--- src/rtl/dlq_pkg.sv ---
package dlq_pkg;

   // Default pool size.
   localparam int POOL_ENTRIES_DEF = 256;

   // Operation codes of the request word.
   typedef enum logic [4:0] {
      OP_INIT      = 5'd0,
      OP_ENQ       = 5'd1,
      OP_DEQ       = 5'd2,
      OP_INS_AHEAD = 5'd3,
      OP_INS_AFTER = 5'd4,
      OP_REMOVE    = 5'd5,
      OP_SWAP      = 5'd6,
      OP_FIRST     = 5'd7,
      OP_LAST      = 5'd8,
      OP_NEXT      = 5'd9,
      OP_PREV      = 5'd10,
      OP_EMPTY     = 5'd11,
      OP_BLK_ENQ   = 5'd12,
      OP_BLK_AHEAD = 5'd13,
      OP_BLK_AFTER = 5'd14,
      OP_BLK_MOVE  = 5'd15,
      OP_COUNT     = 5'd16
   } op_type;

   // Entry kinds.
   localparam logic [1:0] KIND_UNUSED = 2'd0;
   localparam logic [1:0] KIND_HEADER = 2'd1;
   localparam logic [1:0] KIND_DATA   = 2'd2;
   localparam logic [1:0] KIND_DEL    = 2'd3;

   // Response status codes.
   localparam logic [1:0] ST_OK       = 2'd0;
   localparam logic [1:0] ST_NOT_HDR  = 2'd1;
   localparam logic [1:0] ST_NOT_DATA = 2'd2;
   localparam logic [1:0] ST_SAME     = 2'd3;

   // Which store a write step updates.
   typedef enum logic [1:0] {
      W_PREV = 2'd0,
      W_NEXT = 2'd1,
      W_KIND = 2'd2
   } wsel_type;

   // Write enables of the link memory.
   typedef struct packed {
      logic prev;
      logic next;
   } link_wen_type;

endpackage

--- src/rtl/dlq_link_mem.sv ---
module dlq_link_mem #(
   parameter int DEPTH = dlq_pkg::POOL_ENTRIES_DEF,
   parameter int IDX_W = $clog2(DEPTH)
) (
   input  logic                 clock,
   input  dlq_pkg::link_wen_type wen,
   input  logic [IDX_W-1:0]     wr_addr,
   input  logic [IDX_W-1:0]     wr_data,
   input  logic [IDX_W-1:0]     rd_addr,
   output logic [IDX_W-1:0]     rd_prev,
   output logic [IDX_W-1:0]     rd_next
);

   logic [IDX_W-1:0] prev_mem [DEPTH];
   logic [IDX_W-1:0] next_mem [DEPTH];
   logic [IDX_W-1:0] rd_prev_ff;
   logic [IDX_W-1:0] rd_next_ff;

   // Both link stores share one address on each port; reads are registered.
   always_ff @(posedge clock) begin
      if (wen.prev) begin
         prev_mem[wr_addr] <= wr_data;
      end
      if (wen.next) begin
         next_mem[wr_addr] <= wr_data;
      end
      rd_prev_ff <= prev_mem[rd_addr];
      rd_next_ff <= next_mem[rd_addr];
   end

   assign rd_prev = rd_prev_ff;
   assign rd_next = rd_next_ff;

endmodule

--- config.mk ---
export PLATFORM = sky130hd
export DESIGN_NAME = dlq_link_mem
export DESIGN_NICKNAME = d
export VERILOG_FILES = /design/src/rtl/dlq_pkg.sv /design/src/rtl/dlq_link_mem.sv
export SDC_FILE = /design/constraint.sdc
export NUM_CORES = 2
export LEC_CHECK = 0
export ABC_CLOCK_PERIOD_IN_PS = 2890
export BUFFER_PORTS_ARGS = -buffer_cell sky130_fd_sc_hd__buf_2
export CAP_MARGIN = 25
export CELL_PAD_IN_SITES_DETAIL_PLACEMENT = 1
export CELL_PAD_IN_SITES_GLOBAL_PLACEMENT = 2
export CORE_MARGIN = 8
export CORE_UTILIZATION = 46
export CTS_CLUSTER_SIZE = 12
export DETAILED_ROUTE_END_ITERATION = 10
export GPL_TIMING_DRIVEN = 0
export PLACE_DENSITY_LB_ADDON = 0.05
export SYNTH_ARGS = -nofsm -noshare
export SYNTH_HDL_FRONTEND = slang
export SYNTH_SLANG_ARGS = --single-unit
--- constraint.sdc ---
create_clock -name clock -period 2.89 [get_ports clock]
set_clock_uncertainty 0.2 [all_clocks]
set_input_delay 0.578 -clock clock [delete_from_list [all_inputs] [get_ports clock]]
set_output_delay 0.578 -clock clock [all_outputs]
set_load 0.03 [all_outputs]
======== After elaboration in Yosys (flattened, before gate mapping) ========
Memory sizes are Yosys's and may differ from the RTL's. A register that Yosys moved wholly into a read port is not among the register bits.
Index checks and enable logic that the tools add are counted.
cells by class
  mux-type cells .......................... 4
operators by type and width
  kind              count
  1-bit 2-to-1 mux  4
word-level totals
  logic and storage cells ................. 6
  register bits ........................... 0
  memories ................................ 2
  input bits .............................. 27
  memory bits (writable) .................. 4096
memories
  name      depth  width  read ports  clocked after Yosys merged registers in  wr ports  line                RTL
  next_mem  256    8      1           1                                        1         dlq_link_mem.sv:15  logic [IDX_W-1:0] next_mem [DEPTH];
  prev_mem  256    8      1           1                                        1         dlq_link_mem.sv:14  logic [IDX_W-1:0] prev_mem [DEPTH];

======== Depth between registers and ports, before layout ========
  depth in word-level cells ............... 2
  mapped depth ............................ 12
  mapped depth without buffers ............ 6

======== Worst setup path after synthesis ========
OpenSTA, ideal clock, no wires.
  path type ............................... input to register
  from .................................... input port rd_addr[0]
  to ...................................... register rd_next_ff[4] (netlist: rd_next[4]) (read register of next_mem)
  setup slack ............................. 38 ps
  arrival ................................. 2525 ps
  cell stages on the path ................. 8
  setup time .............................. 127 ps
  path through ............................ buf_6 > buf_6 > buf_2 > mux4_2 > mux4_2 > a22o_1 > o32ai_1 > nor4_1
RTL lines
  element      line                RTL
  from (decl)  dlq_link_mem.sv:9   input logic [IDX_W-1:0] rd_addr,
  to (decl)    dlq_link_mem.sv:17  logic [IDX_W-1:0] rd_next_ff;

==> results by group <==
Timing
  – Final worst setup slack: -0.2990 ns
  – Final worst-path cycle share: 110.3%
  – Worst-Margin Slew: 1.256 ns
  – Worst slew margin: between 15 and 20%
  – Final hold vios: 0
  – Final setup viols: between 200 and 250
  – Final Max Slew Viols: 0
  – Hold WS: 0.1743 ns
  – Tmin final: about 3.2 ns
  – Maximum operating frequency: 313.6 MHz
  – Unrepaired setup endpoints after global routing: yes

Finish
  – Share of cells above drive strength 1: between 20% and 30%
  – Most common cell after layout, fill and taps aside: edfxtp_1
  – Nets: 8487
  – Synth-to-layout area growth: 17.56%
  – Cell area after layout: 0.1879 mm^2
  – Most frequent cells in the layout: edfxtp_1, mux4_2, mux2i_1

Route
  – WL met2: roughly 280000 um
  – Routed Antenna Nets: 0
  – Residual DRC: 0
  – WL met3: slightly above 50000 um
  – Via count: approximately 87000
  – DRT Wirelength: around 600000 um
  – DRT Pass-1 Iters: 6
  – DR WL/cell: between 40 and 50 um
  – Max layer used: met5
  – DR iter-0 viols: between 10000 and 15000
  – Met1 Wirelength: 230300 um
  – Routed vias/inst: between 6 and 7

Clocking
  – Clk buf depth: 4
  – Root Buffer: clkbuf_16
  – # clock sinks: just over 4000
  – Skew-Pair Late Insertion Delay: 1.00 ns
  – H-Tree Depth: 5
  – Number of CTS-inserted buffers: between 400 and 500
  – CTS tree: built
  – Clock-pin slew on the worst setup and hold paths: ~0.060 ns

Die
  – Site Rows: between 200 and 250
  – Initial Util: between 40% and 50%
  – Core Region: 0.3459 mm^2
  – Total Die Area: roughly 0.37 mm^2
  – Die height: about 600 um
  – Die Width: ~610 um
  – Boundary pin count: 43

Logic synthesis
  – Mean area per synthesized cell: between 20 and 25 um^2
  – Seq cells post-synth: 4112
  – Post-synth design cell area: 0.1598 mm^2
  – Netlist cell types: 48
  – Mux share of post-synthesis cell area: between 15 and 20%
  – Post-synth EDFFs: 4096
  – Post-Synth XOR/XNOR Area: 0%
  – Post-synthesis sequential area ratio: ~77%
  – Synth Area in Simple Gates: under 10%
  – Net Count, Synth: roughly 7700
  – Synth Instances: 7677
  – Warnings, synthesis: 0
  – Post-synth top flop: edfxtp_1
  – Adder-Cell Fraction of Synth Area: 0%
  – Async SR Flop Fraction: 0%
  – Largest family of logic cells by synthesized area: multiplexers
  – Post-synthesis compound-gate area fraction: 3.510%

Placement
  – Detailed placer's ending HPWL: ~420000 um
  – Placed inst area: around 0.17 mm^2
  – RD Place Congestion: roughly 1.0
  – Port bufs: 39

Global routing
  – First-pass GRT wire length: 792500 um
  – Initial antenna violation count: between 50 and 60
  – Vias in the first global route: about 87000
  – Grt total ovfl: 0
  – Overall Global Routing Usage: 32.27%
  – Largest net degree at the start of global routing: about 150

Pwr
  – Worst vdd ir: between 500 and 600 uV
  – PwrDens: between 600 and 700 mW/mm^2
  – Final Power: 0.1280 W
  – Net Switching: 0.02991 W
  – Net Sw Frac: between 20% and 30%
  – Gate power share: 7.3%
  – Sequential Power Share: about half
  – Clk pwr share: between 40 and 50%
  – Internal: between 0.09 and 0.1 W
  – P_leak: roughly 60 nW

Run
  – Max-cap check violation count: 0

Worst setup path
  – Crit path max fanout: 10
  – Setup CP Type: input pin to register
  – Worst setup EP type: register
  – Worst setup SP type: input pin
  – Crit path required time: between 3 and 4 ns
  – Data arrival time of the critical path: roughly 3.8 ns

Worst hold path
  – HP Class: input pin to register

Outcome
  – Failing checks: negative setup slack
  – Status: finished, violations left
-- cells in the mapped netlist, types with 2 or more instances --
cell / instances / area share [%]
edfxtp_1: 4096 / 77
mux4_2: 784 / 11
mux2i_1: 622 / 3.9
nor2_1: 530 / 1.2
clkbuf_1: 275 / 0.65
o221ai_1: 263 / 1.4
a21oi_1: 190 / 0.59
o22ai_1: 172 / 0.67
nor3_1: 104 / 0.33
nand2_1: 82 / 0.19
buf_6: 81 / 0.57
buf_2: 70 / 0.22
mux2_2: 64 / 0.45
a22o_1: 32 / 0.18
a22oi_1: 30 / 0.14
buf_4: 28 / 0.13
o21ai_0: 24 / 0.075
nand3_1: 23 / 0.072
buf_1: 22 / 0.052
nor4_1: 20 / 0.078
a221oi_1: 16 / 0.088
dfxtp_1: 16 / 0.20
o31ai_1: 16 / 0.075
o32ai_1: 16 / 0.088
nand4_1: 15 / 0.059
buf_8: 13 / 0.12
a211oi_1: 8 / 0.038
a32oi_1: 8 / 0.044
o211ai_1: 8 / 0.038
and3_1: 6 / 0.023
nor2b_1: 6 / 0.023
and2_1: 5 / 0.020
buf_12: 5 / 0.063
a311oi_1: 4 / 0.022
nand2b_1: 3 / 0.012
nor4bb_1: 3 / 0.019
a31oi_1: 2 / 0.0078
and3b_1: 2 / 0.011
and4b_1: 2 / 0.013
nor3b_1: 2 / 0.0094
or3_1: 2 / 0.0078
-- registers in the layout (all words and copies together) (netlist names) --
name / cells
next_mem: 2048
prev_mem: 2048
rd_next: 8
rd_prev: 8
-- timing repair --
action,in CTS,in global routing
endpoints found under the setup margin,186,232
hold buffers,8,0
buffers inserted,33,72
gates resized for setup,769,201
hold endpoints to repair,439,0
pin swaps,60,69
gates cloned,1,1
-- per-stage QoR --
| step | TNS (ns) | std cells | setup slack, ns | util, % |
|---|---|---|---|---|
| 5_1_grt | -1.165 | 13390 | -0.1852 | 54.30 |
| 3_3_place_gp | - | 12290 | -6.935 | 47.91 |
| 4_1_cts | -8.007 | 13300 | -0.1662 | 53.83 |
| 6_report | -11.43 | 13410 | -0.2990 | 54.31 |
| 2_1_floorplan | 0 | 7677 | 0.03787 | - |
| 3_5_place_dp | -2586.66 | 12490 | -3.284 | 48.98 |
-- power groups by stage --
stage          Combinational, W  Clock, W  Sequential (W)
2_1_floorplan           0.00329         0          0.0671
5_1_grt                 0.00942    0.0552          0.0658
3_3_place_gp            0.00772         0          0.0676
3_5_place_dp            0.00832         0          0.0671
6_report                0.00938    0.0528          0.0658
4_1_cts                 0.00899    0.0532          0.0658
-- kinds of logic (layout without fill, tap and decap cells) --
kind of cell / count (synthesis) / in the layout
AOI/OAI and AO/OA: 790 / 790
and+or+nand+nor: 808 / 808
muxes: 1470 / 1470
DFF: 4112 / 4112
other: 0 / 35
buffers and inverters: 497 / 1619
-- final cells by class --
class | instances | area, um^2
inverters | 3 | 15.01
diodes | 35 | 87.58
repair buffers | 351 | 4872
multi-input cells | 3068 | 36390
well taps | 4578 | 5728
clock inverters | 217 | 1584
flip-flops and latches | 4112 | 123300
fillers | 29570 | 158000
clock buffers | 557 | 11450
plain buffers | 491 | 4443
-- routing by layer --
metal	track usage (%)	up-vias
met5	0	-
met4	17.37	8
met3	6.285	1057
met2	50.94	4569
met1	42.65	47350
li1	-	33890
-- worst max-delay path: stages --
cell,delay [ns]
buf_6,0.20
buf_12,0.22
buf_8,0.21
buf_12,0.22
buf_6,0.24
mux4_2,0.24
o22ai_2,0.13
o31ai_4,0.64
o32ai_4,0.37
nor4_4,0.57
-- path summary, 6_finish.rpt --
kind,from,to,slack [ns],cells past startpoint
setup / recovery,rd_addr[1],rd_next[6]$_DFF_P_,-0.30,10
setup reg to reg,next_mem[30][6]$_DFFE_PP_,rd_next[6]$_DFF_P_,-0.15,5
hold / removal,wr_addr[1],next_mem[7][7]$_DFFE_PP_,0.17,3
hold reg to reg,prev_mem[112][3]$_DFFE_PP_,rd_prev[3]$_DFF_P_,0.98,6
Power figures use the tool's default switching activity.
