### config.mk
export PLATFORM = sky130hd
export DESIGN_NAME = dlq_kind_mem
export DESIGN_NICKNAME = d
export VERILOG_FILES = /design/src/rtl/dlq_pkg.sv /design/src/rtl/dlq_kind_mem.sv
export SDC_FILE = /design/constraint.sdc
export NUM_CORES = 1
export LEC_CHECK = 0
export BUFFER_PORTS_ARGS = -buffer_cell sky130_fd_sc_hd__buf_2
export CAP_MARGIN = 15
export CORE_MARGIN = 4
export CORE_UTILIZATION = 30
export DETAILED_ROUTE_END_ITERATION = 16
export PLACE_DENSITY_LB_ADDON = 0.25
export SLEW_MARGIN = 25
export SYNTH_ARGS = -nofsm -noshare
export SYNTH_HDL_FRONTEND = slang
export SYNTH_SLANG_ARGS = --single-unit
### constraint.sdc
create_clock -name clock -period 8 [get_ports clock]
set_input_delay 0.4 -clock clock [delete_from_list [all_inputs] [get_ports clock]]
set_output_delay 0.4 -clock clock [all_outputs]
set_load 0.1 [all_outputs]
### src/rtl/dlq_pkg.sv
package dlq_pkg;

   // Default pool size.
   localparam int POOL_ENTRIES_DEF = 256;

   // Operation codes of the request word.
   typedef enum logic [4:0] {
      OP_INIT      = 5'd0,
      OP_ENQ       = 5'd1,
      OP_DEQ       = 5'd2,
      OP_INS_AHEAD = 5'd3,
      OP_INS_AFTER = 5'd4,
      OP_REMOVE    = 5'd5,
      OP_SWAP      = 5'd6,
      OP_FIRST     = 5'd7,
      OP_LAST      = 5'd8,
      OP_NEXT      = 5'd9,
      OP_PREV      = 5'd10,
      OP_EMPTY     = 5'd11,
      OP_BLK_ENQ   = 5'd12,
      OP_BLK_AHEAD = 5'd13,
      OP_BLK_AFTER = 5'd14,
      OP_BLK_MOVE  = 5'd15,
      OP_COUNT     = 5'd16
   } op_type;

   // Entry kinds.
   localparam logic [1:0] KIND_UNUSED = 2'd0;
   localparam logic [1:0] KIND_HEADER = 2'd1;
   localparam logic [1:0] KIND_DATA   = 2'd2;
   localparam logic [1:0] KIND_DEL    = 2'd3;

   // Response status codes.
   localparam logic [1:0] ST_OK       = 2'd0;
   localparam logic [1:0] ST_NOT_HDR  = 2'd1;
   localparam logic [1:0] ST_NOT_DATA = 2'd2;
   localparam logic [1:0] ST_SAME     = 2'd3;

   // Which store a write step updates.
   typedef enum logic [1:0] {
      W_PREV = 2'd0,
      W_NEXT = 2'd1,
      W_KIND = 2'd2
   } wsel_type;

   // Write enables of the link memory.
   typedef struct packed {
      logic prev;
      logic next;
   } link_wen_type;

endpackage

### src/rtl/dlq_kind_mem.sv
module dlq_kind_mem #(
   parameter int DEPTH = dlq_pkg::POOL_ENTRIES_DEF,
   parameter int IDX_W = $clog2(DEPTH)
) (
   input  logic             clock,
   input  logic             reset,
   input  logic             wen,
   input  logic [IDX_W-1:0] wr_addr,
   input  logic [1:0]       wr_data,
   input  logic [IDX_W-1:0] rd_addr,
   output logic [1:0]       rd_kind,
   output logic             clearing
);

   logic [1:0]       kind_mem [DEPTH];
   logic [1:0]       rd_kind_ff;
   logic             clearing_ff;
   logic             clearing_in;
   logic [IDX_W-1:0] clr_addr_ff;
   logic [IDX_W-1:0] clr_addr_in;

   // The sweep ends after the last entry has been cleared.
   always_comb begin
      clearing_in = clearing_ff;
      clr_addr_in = clr_addr_ff;
      if (clearing_ff) begin
         clr_addr_in = clr_addr_ff + IDX_W'(1);
         if (clr_addr_ff == IDX_W'(DEPTH - 1)) begin
            clearing_in = 1'b0;
         end
      end
   end

   always_ff @(posedge clock) begin
      if (reset) begin
         clearing_ff <= 1'b1;
         clr_addr_ff <= '0;
      end else begin
         clearing_ff <= clearing_in;
         clr_addr_ff <= clr_addr_in;
      end
   end

   // The clearing sweep owns the write port until it is done.
   always_ff @(posedge clock) begin
      if (clearing_ff) begin
         kind_mem[clr_addr_ff] <= dlq_pkg::KIND_UNUSED;
      end else if (wen) begin
         kind_mem[wr_addr] <= wr_data;
      end
      rd_kind_ff <= kind_mem[rd_addr];
   end

   assign rd_kind  = rd_kind_ff;
   assign clearing = clearing_ff;

endmodule

* Yosys cells after proc, flatten, opt, wreduce, memory -nomap -nowiden
Memories as Yosys holds them, arrays and structs flattened. A register that Yosys moved wholly into a read port is not among the register bits. Cells that the tools add are included.
Storage, ports and cells: bits in registers 9, RAM bits 512, input port bits 21, word-level logic and storage cells 16, memories kept 1
Operators by class: add/sub/neg operators 1, eq/ne operators 1, mux-type cells 10, reductions and logical operators 1
Memory list:
- kind_mem | words 256, width 2, read ports 1, clocked after memory_dff 1, write ports 1, RTL line dlq_kind_mem.sv:15 | logic [1:0] kind_mem [DEPTH];
Operators with widths (count):
- 8-bit by 1-bit adder with 8-bit output (second input constant) | 1
- 8-bit equality test (second input constant) | 1
- 1-bit 2-to-1 mux | 8
- 8-bit 2-to-1 mux | 1
- 2-bit 2-to-1 mux | 1
- 2-bit OR reduction | 1

* Logic depth before layout (Yosys ltp)
Gate-level depths: netlist (run 1).
depth in word-level cells 5, gate-level depth with buffers 11, gate-level depth less buffers 7

* Worst setup path after synthesis (run 1)
Ideal clock, no wire load.
kind reg-to-reg, start register clearing_ff (netlist: clearing), end memory kind_mem[0][0] (data pin), library setup time 0.867 ns, arrival 4.922 ns, required time 7.133 ns, path slack 2.211 ns, stages on the path, launching flop included 6, cells stage by stage dfxtp_1 -> buf_2 -> nor2b_1 -> clkbuf_1 -> clkbuf_1 -> and2_1
On the way: word-level cells in the longest chain between the ends 4
Ends and longest elaborated chain:
- start: declaration | RTL line dlq_kind_mem.sv:17 | logic clearing_ff;
- start signal: assignment | RTL line dlq_kind_mem.sv:39 | clearing_ff <= clearing_in;
- 1-bit 2-to-1 mux | RTL line dlq_kind_mem.sv:46 | if (clearing_ff) begin
- 1-bit 2-to-1 mux (not written as such) | RTL line dlq_kind_mem.sv:49 | kind_mem[wr_addr] <= wr_data;
- 2-bit OR reduction (no source line)
- 2-bit 2-to-1 mux (no source line)
- end: declaration | RTL line dlq_kind_mem.sv:15
No other way between the ends.

==> results of run 1 <==
critical path: cells and delay by family:
family | cells | cell delay (ns)
multiplexers | 2 | 0.88
AND/OR/NAND/NOR | 2 | 0.39
buffers and inverters | 2 | 1.23
AO/OA/AOI/OAI | 2 | 1.10
final cells by class:
cell class	count	area [µm²]	area share [%]
clock buffer	72	1570	6.32
timing repair buffer	50	357	1.44
sequential	523	15600	62.9
tap	950	1190	4.79
multi-input combinational	755	5700	23.0
clock inverter	36	368	1.48
inverter	4	15.0	0.0606
cell families after synthesis:
kind of cell,Yosys count,share of synthesized area (%)
flip-flops,523,71.6
AND/OR/NAND/NOR,442,8.70
multiplexers,191,13.4
AO/OA/AOI/OAI,117,3.70
buffers and inverters,92,2.41
XOR/XNOR,4,0.161
adder cells (fa/ha/maj),1,0.0574
layout by cell type (no fill, tap or decap), drive strengths merged, types with 2 or more instances in the layout:
| cell | count |
|---|---|
| edfxtp | 512 |
| mux2i | 101 |
| mux4 | 79 |
| nor2b | 9 |
| o22ai | 35 |
| a22o | 5 |
| nor2 | 282 |
| nand3b | 19 |
| dfxtp | 11 |
| nand4 | 5 |
| nor4 | 6 |
| or3 | 8 |
| nand2 | 60 |
| o31ai | 5 |
| o32ai | 2 |
| bufinv | 7 |
| mux2 | 11 |
| xor2 | 3 |
| o21ai | 18 |
| a221oi | 2 |
| or4 | 2 |
| clkbuf | 73 |
| a22oi | 3 |
| a211oi | 7 |
| o221ai | 11 |
| inv | 5 |
| a31oi | 3 |
| buf | 49 |
| and2 | 5 |
| a2111oi | 10 |
| nand2b | 5 |
| nand3 | 27 |
| clkinvlp | 2 |
| a21oi | 11 |
| nor3 | 10 |
| clkinv | 26 |
per-stage QoR:
stage,utilization [%],cell area [µm²]
3_3_place_gp,31.8,22800
3_5_place_dp,31.8,22800
6_report,34.6,24800
4_1_cts,34.5,24800
2_1_floorplan,-,21800
5_1_grt,34.6,24800
flip-flops by register name, indices dropped and copies added (netlist names):
name	flops
clearing	1
clr_addr_ff	8
kind_mem	512
rd_kind	2
worst min path at each step:
stage | from | to | slack [ns] | cells after the start
after global routing | reset | clr_addr_ff[5] | 0.06 | 2
after global placement | clr_addr_ff[7] | clr_addr_ff[7] | 0.54 | 2
after detailed placement | clr_addr_ff[5] | clr_addr_ff[5] | 0.56 | 2
after CTS | reset | clr_addr_ff[7] | 0.04 | 2
final | reset | clr_addr_ff[7] | 0.06 | 2
after floorplan | clr_addr_ff[5] | clr_addr_ff[5] | 0.50 | 2
layer usage:
metal	GRT usage (%)	wire length (µm)
met5	0	0
met2	22.9	26500
met1	20.8	25500
met4	3.42	1160
met3	3.53	4450
power by group:
| part | internal (W) | leakage [nW] | switching, W |
|---|---|---|---|
| Sequential | 0.00297 | 5.42 | 0.00000603 |
| Clock | 0.00161 | 0.954 | 0.00109 |
| Combinational | 0.0000819 | 2.02 | 0.000166 |
| Total | 0.00466 | 8.40 | 0.00126 |
==> impl_metrics.yaml, run 1 <==
final_layout:
  diodes: 0
  fillCellCount: 6820
  layout.cells.non_filler: 2390
  drive_above_1_share_pct: 16.3
  nets: 1414
  area_delta_synth_final_pct: 13.8
cts:
  cts_root_buf: "clkbuf_16"
  clockBufferDepth: 3
  cts-htree-levels: 2
  cts_hold_buf: 0
  cts_setup_buffers: 0
  cts_tree: "done"
  cts_resized: 0
  cts.sinks: 523
  clkTransAtPathRegs_ns: 0.06
  cts_buffers: 58
  insertion_delay_ns: 0.62
placement:
  dp_hpwl_mm: 34.1
  preCtsSetupSlack_ns: 3.85
  dp.cells: 2281
  routabilityCongestion: 0.781
  portBuffers: 23
route:
  vias: 12232
  ant_nets: 0
  first_iter_violations: 1213
  wire_per_inst_um: 24.1
  routed_via_density: 5.12
  drc: 0
  finalWirelength_mm: 57.7
  dr.pass1.iters: 6
critical_path:
  r2r_cells: 5
  r2r-end: "kind_mem[188][1]"
  rrSetupSlack_ns: 4.77
  end_kind: "register"
  cp-endpoint: "rd_kind[0]"
  critPathArrivalTime_ns: 4.07
  crit_start: "rd_addr[1]"
  crit_type: "input port to register"
  worstPathMaxFanout: 51
  crit_chain: "buf_6 -> buf_4 -> mux4_2 -> mux2_2 -> a2111oi_0 -> o32ai_1 -> nor3_1 -> nor3_1"
  cp_slowest_cell: "a2111oi_0"
  slowest_delay_ns: 0.79
  path_common_cell: "nor3_1"
  crit_path_start_kind: "input port"
  r2r-start: "clearing"
  critPathRequiredTime_ns: 8.49
synth:
  netlist_area_mm2: 0.0218
  synth_area_per_cell_um2: 15.9
  synth-edff-count: 512
  synthArstFlopShare_pct: 0
  ys_seq_area_share_pct: 71.6
  dominantRegCellSynth: "edfxtp_1"
  synthTopCellsByArea: "edfxtp_1 71%, mux4_2 8.0%, nor2_1 4.9%"
  synth-seq-cells: 523
  synthTopCellsByCount: "512 x edfxtp_1, 282 x nor2_1, 101 x mux2i_1"
  yosysWarningCount: 0
  syn-num-nets: 1392
  synth_cell_types: 54
  synth_area_leader_cell: "edfxtp_1"
  synth_cells: 1370
  yosysTopAreaCellShare_pct: 70.6
  synthMostInstantiatedCell: "edfxtp_1"
sta:
  rsz0062_at_grt: "false"
  slew_headroom_pct: 25.2
  skew_ns: 0.0163
  worst_slew_pin_slew_ns: 1.12
  setup_viol: 0
  min_period_ns: 3.57
  slew_violations: 0
  timing.fmax_ghz: 0.280
  setup_ws_ns: 4.43
  hold_ws_ns: 0.0593
  hold_violations: 0
  tns_ns: 0
  layout_worst_path_cycle_share_pct: 44.7
power_and_ir_drop:
  total_power_w: 0.00593
  peakVddDrop_mv: 0.170
  p_per_area_mw_per_mm2: 239
  power.leakage_nw: 8.40
status:
  status: "finished, final reports clean"
floorplanning:
  die_x_um: 278
  core_area_mm2: 0.0717
  num_rows: 98
  initial_utilization_pct: 30.4
  dieArea_mm2: 0.0770
  die_h_um: 278
  io_pins: 24
global_route:
  grt_pass1_wl_mm: 84.7
  grt_util_all_layers_pct: 14.6
  grt_pass1_vias: 12608
  grt_max_degree: 102
  antenna_found_initial: 1
  grt_overflow_total: 0
flow_run:
  maxCapViolations: 0
min_path:
  hold_class: "input port to register"
Note: power is estimated with default switching activity, not from simulation.
==> run 2, diff against run 1 <==
--- a/config.mk
+++ b/config.mk
@@ -5,6 +5,7 @@
 export SDC_FILE = /design/constraint.sdc
 export NUM_CORES = 1
 export LEC_CHECK = 0
+export ABC_AREA = 1
 export BUFFER_PORTS_ARGS = -buffer_cell sky130_fd_sc_hd__buf_2
 export CAP_MARGIN = 15
 export CORE_MARGIN = 4
==> constraint.sdc (replaced) <==
create_clock -name clock -period 3.2 [get_ports clock]
set_input_delay 0.16 -clock clock [delete_from_list [all_inputs] [get_ports clock]]
set_output_delay 0.16 -clock clock [all_outputs]
set_load 0.1 [all_outputs]
==> impl_metrics.yaml, run 2 <==
cts:
  cts_setup_buffers: 0
  clockBufferDepth: 3
  clkTransAtPathRegs_ns: 0.06
  cts-htree-levels: 2
  cts_resized: 0
  cts.sinks: 523
  cts_root_buf: "clkbuf_16"
  cts_tree: "done"
  insertion_delay_ns: 0.60
  cts_buffers: 55
placement:
  place_area_mm2: 0.0239
  dp_hpwl_mm: 36.2
  portBuffers: 23
  routabilityCongestion: 0.842
synth:
  synth_xor_area_share_pct: 0
  synthMostInstantiatedCell: "nand2_1"
  netlist_area_mm2: 0.0228
  synth_mux_area_share_pct: 0
  synth_compound_area_share_pct: 0.621
  synth_cell_types: 27
  synth_cells: 2132
  syn-num-nets: 2154
  yosysWarningCount: 0
  synth_top_family_by_area: "simple AND/OR/NAND/NOR gates"
  yosysTopAreaCellShare_pct: 67.6
  synthTopCellsByArea: "edfxtp_1 68%, nand3_1 11%, nand2_1 9.5%"
  synth-edff-count: 512
  synthArstFlopShare_pct: 0
  synthTopCellsByCount: "576 x nand2_1, 512 x edfxtp_1, 492 x nand3_1"
  synth-simple-area-share_pct: 26.7
  synth_area_leader_cell: "edfxtp_1"
  synth-seq-cells: 523
  synth_area_per_cell_um2: 10.7
  ys_seq_area_share_pct: 68.5
  synth_fa_ha_area_share_pct: 0.0550
  dominantRegCellSynth: "edfxtp_1"
sta:
  min_period_ns: 2.52
  hold_violations: 0
  skew_ns: 0.00931
  worst_slew_pin_slew_ns: 1.04
  rsz0062_at_grt: "false"
  layout_worst_path_cycle_share_pct: 78.7
  timing.fmax_ghz: 0.397
  slew_headroom_pct: 30.4
  setup_viol: 0
  slew_violations: 0
  hold_ws_ns: 0.0447
floorplanning:
  num_rows: 100
  dieArea_mm2: 0.0803
  die_x_um: 283
  core_area_mm2: 0.0748
  die_h_um: 283
  io_pins: 24
  initial_utilization_pct: 30.4
final_layout:
  final_cell_mix: "576 x nand2_1, 512 x edfxtp_1, 492 x nand3_1"
  drive_above_1_share_pct: 8.94
  largest_reg_flops: 512
  nets: 2140
  final_cell_area_mm2: 0.0257
  area_delta_synth_final_pct: 12.8
  regMostFlops: "kind_mem"
  final_common_cell: "nand2_1"
critical_path:
  r2r-start: "clearing"
  worstPathMaxFanout: 18
  slowest_delay_ns: 0.49
  crit_type: "register to register"
  cp_slowest_cell: "o21ai_0"
  end_kind: "register"
  path_buf_inv: 4
  crit_start: "clearing"
  critPathArrivalTime_ns: 2.81
  crit_path_start_kind: "register"
  path_common_cell: "nor2_1"
  critPathRequiredTime_ns: 3.49
  crit_chain: "inv_4 -> nand2_4 -> o21ai_0 -> inv_1 -> nor2_1 -> inv_1 -> nor2_1 -> nand2_1 -> buf_4 -> nor2_1"
  crit_family: "simple AND/OR/NAND/NOR gates"
flow_run:
  maxCapViolations: 0
global_route:
  grt_util_all_layers_pct: 15.2
  grt_max_degree: 141
  grt_pass1_wl_mm: 94.2
  grt_overflow_total: 0
  antenna_found_initial: 0
  grt_pass1_vias: 15476
power_and_ir_drop:
  p_per_area_mw_per_mm2: 564
  power.leakage_nw: 9.02
  peakVddDrop_mv: 0.445
route:
  vias: 15559
  drc: 0
  routed_via_density: 4.97
  finalWirelength_mm: 62.2
  wire_per_inst_um: 19.9
  first_iter_violations: 1257
  ant_nets: 0
  dr.pass1.iters: 5
status:
  status: "finished, final reports clean"
min_path:
  hold_class: "input port to register"
  hp-start: "wr_data[1]"
==> run 2: final timing paths <==
path	slack (ns)	cells past startpoint	endpoint
hold / removal	0.04	3	kind_mem[207][1]
setup / recovery	0.68	10	kind_mem[241][0]
setup reg to reg	0.68	10	kind_mem[241][0]
hold reg to reg	0.50	2	clr_addr_ff[0]
==> run 2: area by class of cell <==
type                            count  area [µm²]
Multi-Input combinational cell   1410        6240
Sequential cell                   523       15600
Clock buffer                       65        1460
Fill cell                        7515       49200
Inverter                           56         228
Tap cell                          969        1210
Clock inverter                     33         275
Timing Repair Buffer               72         642
Antenna cell                        1        2.50
==> run 2: routing by layer <==
metal  vias up  routed length, µm  global-route usage, %  share of wire [%]
li1       7308                  -                      -                  -
met1      7658              27600                   20.6                 44
met2       476              28800                   24.7                 46
met3       117               3900                   2.63                6.3
met4         0               1880                   5.09                3.0
met5         -                  0                      0                  0
==> run 2: through the flow <==
step	worst slack (ns)	setup TNS, ns	total power, W	util [%]	instances
4_1_cts	0.720	0	0.0146	34.3	3128
2_1_floorplan	-0.276	-136.73	0.00807	-	2132
3_5_place_dp	0.739	0	0.00837	31.9	3026
5_1_grt	0.436	0	0.0150	34.3	3128
3_3_place_gp	0.799	0	0.00836	31.9	3026
6_report	0.681	0	0.0145	34.3	3129
==> run 2: cells by family (layout without fill, tap and decap cells) <==
family,after synthesis,count (layout)
simple gates,1390,1390
flops,523,523
buf+inv,199,226
compound gates,19,19
fa+ha+maj,1,1
other cells,0,1
==> run 2: timing repair <==
item	CTS	global route
hold buffers	4	0
hold endpoints to repair	11	0
setup endpoints to repair	0	0
==> run 2: worst register-to-register path, delay by kind of cell, from the launching register on <==
| kind | cells | cell delay (ns) |
|---|---|---|
| AND/OR/NAND/NOR | 5 | 0.78 |
| AO/OA/AOI/OAI | 1 | 0.49 |
| buffers and inverters | 4 | 0.56 |
| flip-flops | 1 | 0.37 |
==> run 2: power by group <==
| group | switching (W) | total, W | internal [W] |
|---|---|---|---|
| combinational | 0.000581 | 0.000796 | 0.000216 |
| sequential | 0.0000102 | 0.00743 | 0.00742 |
| clock | 0.00261 | 0.00623 | 0.00362 |
| total | 0.00320 | 0.0145 | 0.0113 |
